<file path="src/hdl/bdasc_pkg.sv">
`timescale 1ns / 1ps
// ----------------------------------------------------------------------------
// bdasc_pkg
// Shared types and constants for the binary to decimal ascii converter.
// ----------------------------------------------------------------------------
package bdasc_pkg;

  localparam int unsigned VALUE_W    = 16;
  localparam int unsigned DIGIT_W    = 4;
  localparam int unsigned CHAR_W     = 6;
  localparam int unsigned NUM_CELLS  = 4;
  localparam int unsigned NUM_DIGITS = NUM_CELLS + 1;
  localparam int unsigned POS_W      = 3;

  localparam logic [CHAR_W-1:0] ASCII_ZERO = 6'h30;
  localparam logic [CHAR_W-1:0] ASCII_NINE = 6'h39;

  // place weight handled by each cell, most significant first
  localparam int unsigned PLACE_WEIGHT [NUM_CELLS] = '{10000, 1000, 100, 10};

  typedef struct packed {
    logic [NUM_CELLS-1:0][DIGIT_W-1:0] digits;
    logic [VALUE_W-1:0]                rest;
  } item_t;

endpackage

</file>
<file path="src/hdl/bdasc_cell.sv">
`timescale 1ns / 1ps
// ----------------------------------------------------------------------------
// bdasc_cell
// One digit cell: pulls one decimal digit out of the running remainder and
// hands the remainder on to the next cell.
// ----------------------------------------------------------------------------
module bdasc_cell #(
  parameter int unsigned IDX = 0
) (
  input  logic             clk,
  input  logic             rst,
  input  logic             up_valid,
  output logic             up_ready,
  input  bdasc_pkg::item_t up_item,
  output logic             dn_valid,
  input  logic             dn_ready,
  output bdasc_pkg::item_t dn_item
);

  localparam int unsigned Weight = bdasc_pkg::PLACE_WEIGHT[IDX];

  logic                            valid;
  bdasc_pkg::item_t                item;
  bdasc_pkg::item_t                item_next;
  logic [bdasc_pkg::DIGIT_W-1:0]   dig;
  logic [bdasc_pkg::VALUE_W:0]     sub;
  logic [bdasc_pkg::VALUE_W:0]     rem;

  // largest multiple of the weight that fits the remainder
  always_comb begin
    dig = '0;
    sub = '0;
    for (int m = 1; m <= 9; m++) begin
      if ({1'b0, up_item.rest} >= (bdasc_pkg::VALUE_W + 1)'(m * Weight)) begin
        dig = bdasc_pkg::DIGIT_W'(m);
        sub = (bdasc_pkg::VALUE_W + 1)'(m * Weight);
      end
    end
    rem = {1'b0, up_item.rest} - sub;
    item_next             = up_item;
    item_next.digits[IDX] = dig;
    item_next.rest        = rem[bdasc_pkg::VALUE_W-1:0];
  end

  assign up_ready = !valid || dn_ready;

  always_ff @(posedge clk) begin
    if (rst) begin
      valid <= 1'b0;
    end else if (up_ready) begin
      valid <= up_valid;
    end
  end

  always_ff @(posedge clk) begin
    if (up_ready && up_valid) begin
      item <= item_next;
    end
  end

  assign dn_valid = valid;
  assign dn_item  = item;

endmodule

</file>
<file path="src/hdl/bdasc_emit.sv">
`timescale 1ns / 1ps
// ----------------------------------------------------------------------------
// bdasc_emit
// Output stage: holds the five digits of one value and sends them out one
// character per transaction, skipping leading zeros.
// ----------------------------------------------------------------------------
module bdasc_emit (
  input  logic                          clk,
  input  logic                          rst,
  input  logic                          up_valid,
  output logic                          up_ready,
  input  bdasc_pkg::item_t              up_item,
  output logic                          char_valid,
  input  logic                          char_stall,
  output logic [bdasc_pkg::CHAR_W-1:0]  char_code,
  output logic                          last_char
);

  logic [bdasc_pkg::DIGIT_W-1:0] dig [bdasc_pkg::NUM_DIGITS];
  logic [bdasc_pkg::POS_W-1:0]   pos;
  logic [bdasc_pkg::POS_W-1:0]   first;
  logic                          busy;
  logic                          take;
  logic                          last;

  // first nonzero digit, the units digit always goes out
  always_comb begin
    first = bdasc_pkg::POS_W'(bdasc_pkg::NUM_DIGITS - 1);
    for (int k = bdasc_pkg::NUM_CELLS - 1; k >= 0; k--) begin
      if (up_item.digits[k] != '0) begin
        first = bdasc_pkg::POS_W'(k);
      end
    end
  end

  assign last     = (pos == bdasc_pkg::POS_W'(bdasc_pkg::NUM_DIGITS - 1));
  assign take     = busy && !char_stall;
  assign up_ready = !busy || (take && last);

  always_ff @(posedge clk) begin
    if (rst) begin
      busy <= 1'b0;
      pos  <= '0;
    end else if (up_valid && up_ready) begin
      busy <= 1'b1;
      pos  <= first;
    end else if (take) begin
      if (last) begin
        busy <= 1'b0;
      end else begin
        pos <= pos + 1'b1;
      end
    end
  end

  always_ff @(posedge clk) begin
    if (up_valid && up_ready) begin
      for (int k = 0; k < bdasc_pkg::NUM_CELLS; k++) begin
        dig[k] <= up_item.digits[k];
      end
      dig[bdasc_pkg::NUM_DIGITS-1] <= up_item.rest[bdasc_pkg::DIGIT_W-1:0];
    end
  end

  assign char_valid = busy;
  assign char_code  = bdasc_pkg::ASCII_ZERO + {2'b00, dig[pos]};
  assign last_char  = last;

endmodule

</file>
<file path="src/hdl/binary_to_decimal_ascii.sv">
`timescale 1ns / 1ps
// ----------------------------------------------------------------------------
// binary_to_decimal_ascii
// 16-bit unsigned value to decimal ascii digits, most significant first,
// leading zeros suppressed, last_char flags the units digit.
// ----------------------------------------------------------------------------
//
// channel   direction  handshake                payload
// value     in         value_valid/value_stall  value[15:0]
// char      out        char_valid/char_stall    char_code[5:0], last_char
//
// a value passes through four digit cells in turn, then the output stage
// sends one character per cycle while char_stall is low, as many characters
// per value as the value has digits (1 to 5). later values queue in the cells.
// rst (synchronous) empties the cells and the output stage.
// char_stall holds the current character and backs up the cells in turn.
//
module binary_to_decimal_ascii (
  input  logic                          clk,
  input  logic                          rst,
  input  logic                          value_valid,
  output logic                          value_stall,
  input  logic [bdasc_pkg::VALUE_W-1:0] value,
  output logic                          char_valid,
  input  logic                          char_stall,
  output logic [bdasc_pkg::CHAR_W-1:0]  char_code,
  output logic                          last_char
);

  logic             stage_valid [bdasc_pkg::NUM_CELLS+1];
  logic             stage_ready [bdasc_pkg::NUM_CELLS+1];
  bdasc_pkg::item_t stage_item  [bdasc_pkg::NUM_CELLS+1];

  assign stage_valid[0]       = value_valid;
  assign stage_item[0].rest   = value;
  assign stage_item[0].digits = '0;
  assign value_stall          = !stage_ready[0];

  for (genvar g = 0; g < bdasc_pkg::NUM_CELLS; g++) begin : g_cell
    bdasc_cell #(
      .IDX(g)
    ) u_cell (
      .clk      (clk),
      .rst      (rst),
      .up_valid (stage_valid[g]),
      .up_ready (stage_ready[g]),
      .up_item  (stage_item[g]),
      .dn_valid (stage_valid[g+1]),
      .dn_ready (stage_ready[g+1]),
      .dn_item  (stage_item[g+1])
    );
  end

  bdasc_emit u_emit (
    .clk        (clk),
    .rst        (rst),
    .up_valid   (stage_valid[bdasc_pkg::NUM_CELLS]),
    .up_ready   (stage_ready[bdasc_pkg::NUM_CELLS]),
    .up_item    (stage_item[bdasc_pkg::NUM_CELLS]),
    .char_valid (char_valid),
    .char_stall (char_stall),
    .char_code  (char_code),
    .last_char  (last_char)
  );

endmodule

</file>
<file path="config.mk">
export PLATFORM = sky130hd
export DESIGN_NAME = binary_to_decimal_ascii
export DESIGN_NICKNAME = d
export VERILOG_FILES = /design/src/hdl/bdasc_pkg.sv /design/src/hdl/bdasc_cell.sv /design/src/hdl/bdasc_emit.sv /design/src/hdl/binary_to_decimal_ascii.sv
export SDC_FILE = /design/constraint.sdc
export NUM_CORES = 1
export LEC_CHECK = 0
export ABC_AREA = 1
export BUFFER_PORTS_ARGS = -buffer_cell sky130_fd_sc_hd__buf_2
export CELL_PAD_IN_SITES_DETAIL_PLACEMENT = 1
export CELL_PAD_IN_SITES_GLOBAL_PLACEMENT = 1
export CORE_AREA = 4 4 136 138
export DETAILED_ROUTE_END_ITERATION = 8
export DIE_AREA = 0 0 140 142
export HOLD_SLACK_MARGIN = 0.08
export PLACE_DENSITY_LB_ADDON = 0.1
export RECOVER_POWER = 25
export SYNTH_ARGS = -nofsm -noshare
export SYNTH_HDL_FRONTEND = slang
export SYNTH_SLANG_ARGS = --single-unit
</file>
<file path="constraint.sdc">
create_clock -name clk -period 3.5 [get_ports clk]
set_clock_uncertainty 0.1 [all_clocks]
set_input_delay 0.35 -clock clk [delete_from_list [all_inputs] [get_ports clk]]
set_output_delay 0.35 -clock clk [all_outputs]
set_load 0.01 [all_outputs]
</file>
==> impl_metrics.py <==
metrics = {
    "placed_design": {
        "placed_cell_area_um2": 7300,
        "place.gp.congestion": 0.8524,
        "dp.cells": 1028,
        "dp_slack_ps": 152.9,
        "io_buffers": 26,
        "place_hpwl_mm": 12.93,
    },
    "critical_path": {
        "crit_required_ps": 3620,
        "critPathKind": "register to register",
        "path_delay_family": "simple AND/OR/NAND/NOR gates",
        "worstPathCellList": "buf_4, inv_2, nand2_1, nor2_2, nand2_1, nand2_2, nand3_2, nand3_1, nand2_1, nand2_1, nand2_1, nand2_1, nand2_1, ha_1, fa_1, inv_1, a21o_1, nand2_1, nand3_1, xor2_1",
        "cp_num_buf_inv": 3,
        "max_stage_delay_ps": 490,
        "worstSetupStartpoint": "g_cell[0].u_cell.dn_item[11]",
        "end_kind": "register",
        "r2r_start": "g_cell[0].u_cell.dn_item[11]",
        "crit_slowest_cell": "edfxtp_1",
        "cp_common_cell": "nand2_1",
        "cp-start-kind": "register",
        "cp_max_fo": 6,
        "critical_path_arrival_ps": 3380,
    },
    "clock_network": {
        "cts_root_buf": "clkbuf_16",
        "cts.sinks": 118,
        "cts_tree": "yes",
        "insertion_delay_ps": 410,
        "clockBufferDepth": 2,
        "path_clk_slew_ps": 60,
        "h-tree-depth": 4,
        "cts_made_buffers": 17,
    },
    "route": {
        "vias": 5316,
        "drt-pass1-iter-count": 5,
        "drc_errors": 0,
        "first_iter_violations": 217,
        "drt-total-wl_mm": 16.02,
        "vias_per_cell": 4.931,
        "wl_per_cell_um": 14.86,
        "antenna_left": 0,
    },
    "final_layout": {
        "finalInstanceArea_um2": 8023,
        "layout_common_cells": "nand2_1, edfxtp_1, inv_1, nor2_1, a21oi_1",
        "antenna_cells": 0,
        "multiInputGateArea_um2": 2982,
        "fin_nets": 896,
        "seqCellArea_um2": 3433,
        "fillCellCount": 2058,
        "final_common_cell": "nand2_1",
        "area_growth_pct": 16.99,
        "drive_gt1_share_pct": 13.95,
        "fin_cells": 1078,
    },
    "global_routing": {
        "grt_usage_pct": 16.78,
        "antenna_found_initial": 0,
        "grt_pass1_vias": 5624,
        "grt_overflow": 0,
        "grt_max_degree": 28,
        "grt_first_pass_wirelength_mm": 26.90,
    },
    "floorplanning": {
        "die_area_um2": 19880,
        "fp.dieW_um": 140,
        "fp.dieH_um": 142,
        "row_count": 48,
        "core_um2": 17180,
        "initial_core_util_pct": 39.93,
        "pin_count": 29,
    },
    "timing": {
        "worst_pin_slew_ps": 850.3,
        "finalMaxSlewViolations": 0,
        "setup_viol": 0,
        "final.setup.tns_ps": 0,
        "relSlewSlack_pct": 43.25,
        "finalCriticalPeriod_ps": 3256,
        "final_hold_viol_count": 0,
        "fmax_ghz": 0.3071,
        "min_period_over_period_pct": 93.03,
        "setup_ws_ps": 243.8,
    },
    "hold_path": {
        "min_from": "value_valid",
        "hold_class": "input pin to register",
    },
    "logic_synthesis": {
        "yosys_register_bits": 118,
        "ys.warnings.count": 0,
        "ys_seq_area_share_pct": 50.06,
        "synth_cells": 773,
        "syn_area_um2": 6858,
        "ys_types": 46,
        "avgSynthCellArea_um2": 8.872,
    },
    "job": {
        "maxCapViolations": 0,
    },
    "power": {
        "vdd_ir_drop_max_mv": 0.3539,
        "leakagePower_nw": 3.414,
        "power_mw": 4.414,
        "powerDensity_nw_per_um2": 550.2,
    },
    "outcome": {
        "status": "complete, no violations",
    },
}
metrics by stage:
step | util [%] | hold WS, ps
global route | 46.71 | 92.42
finish | 46.71 | 114.1
floorplan | - | 300.3
detailed placement | 42.50 | 306.3
global placement | 42.50 | 301.3
CTS | 46.15 | 96.14
cell type report:
cell class / count / area share (%)
Sequential cell: 118 / 42.79
Inverter: 114 / 5.334
Multi-Input combinational cell: 539 / 37.16
Clock inverter: 14 / 1.591
Tap cell: 225 / 3.509
Timing Repair Buffer: 50 / 3.993
Clock buffer: 18 / 5.614
power breakdown:
part           total (mW)  internal [mW]  switching, mW  leakage (nW)
Clock                1.67          0.978          0.689         0.274
Sequential           1.77           1.68         0.0867          1.07
Combinational       0.976          0.366          0.610          2.07
Total                4.41           3.03           1.39          3.41
timing repair:
action / in CTS / in global routing
setup buffers: 0 / 13
endpoints found under the hold margin: 8 / 0
setup endpoints to repair: 0 / 2
hold buffers: 5 / 0
gates resized for setup: 0 / 4
state kept, by name (all words and copies together), names as in the netlist, named ones only:
signal and cells:
g_cell.u_cell.dn_item 88, u_emit.pos 3, g_cell.u_cell.dn_valid 4, u_emit.char_valid 1
u_emit.dig 19
layer usage:
metal	part of all wire, %	global-route usage, %	vias to the layer above
met4	1.0	5.099	0
li1	-	-	2712
met1	46	20.82	2544
met5	0	0	-
met2	51	29.73	47
met3	2.0	3.360	13
tightest hold or removal path, delay by kind of cell:
kind	cells	cell delay [ps]
AOI/OAI and AO/OA	1	70
buffers and inverters	2	160
kinds of logic (layout without fill, tap and decap cells):
logic type | count (synthesis) | in the layout | share of synthesized area, %
simple gates | 355 | 355 | 22.22
flops | 118 | 118 | 50.06
buf+inv | 117 | 196 | 6.513
compound gates | 114 | 114 | 10.05
fa+ha+maj | 36 | 36 | 7.006
xor+xnor | 32 | 32 | 4.087
other cells | 1 | 2 | 0.05468
worst paths after layout:
check	to	cells after the start	slack (ps)
worst max-delay path	g_cell[1].u_cell.dn_item[11]	20	240
worst min-delay path	g_cell[0].u_cell.dn_valid	3	110
worst min register to register	g_cell[1].u_cell.dn_item[17]	0	320
worst max register to register	g_cell[1].u_cell.dn_item[11]	20	240
synth_stat cells (all sizes together):
cell	n	area share (%)
or3	1	0.091
ha	32	5.8
buf	2	0.22
inv	113	6.2
edfxtp	107	47
o22ai	1	0.091
nand2	193	11
clkbuf	1	0.055
and3	1	0.091
a21o	3	0.33
o21a	1	0.11
o31ai	3	0.33
xnor2	9	1.1
a21boi	4	0.60
o21bai	2	0.22
xor2	23	2.9
nor2	97	5.7
nand4	8	0.82
clkinv	1	0.055
conb	1	0.055
nand3b	3	0.33
or2	1	0.091
o211ai	3	0.33
o21ai	34	2.6
fa	4	1.2
a21oi	53	4.2
nor3	8	0.75
and2	1	0.091
dfxtp	11	3.2
nand3	42	3.3
o2111ai	2	0.26
a31oi	8	0.95
Note: power is estimated with default switching activity, not from simulation.
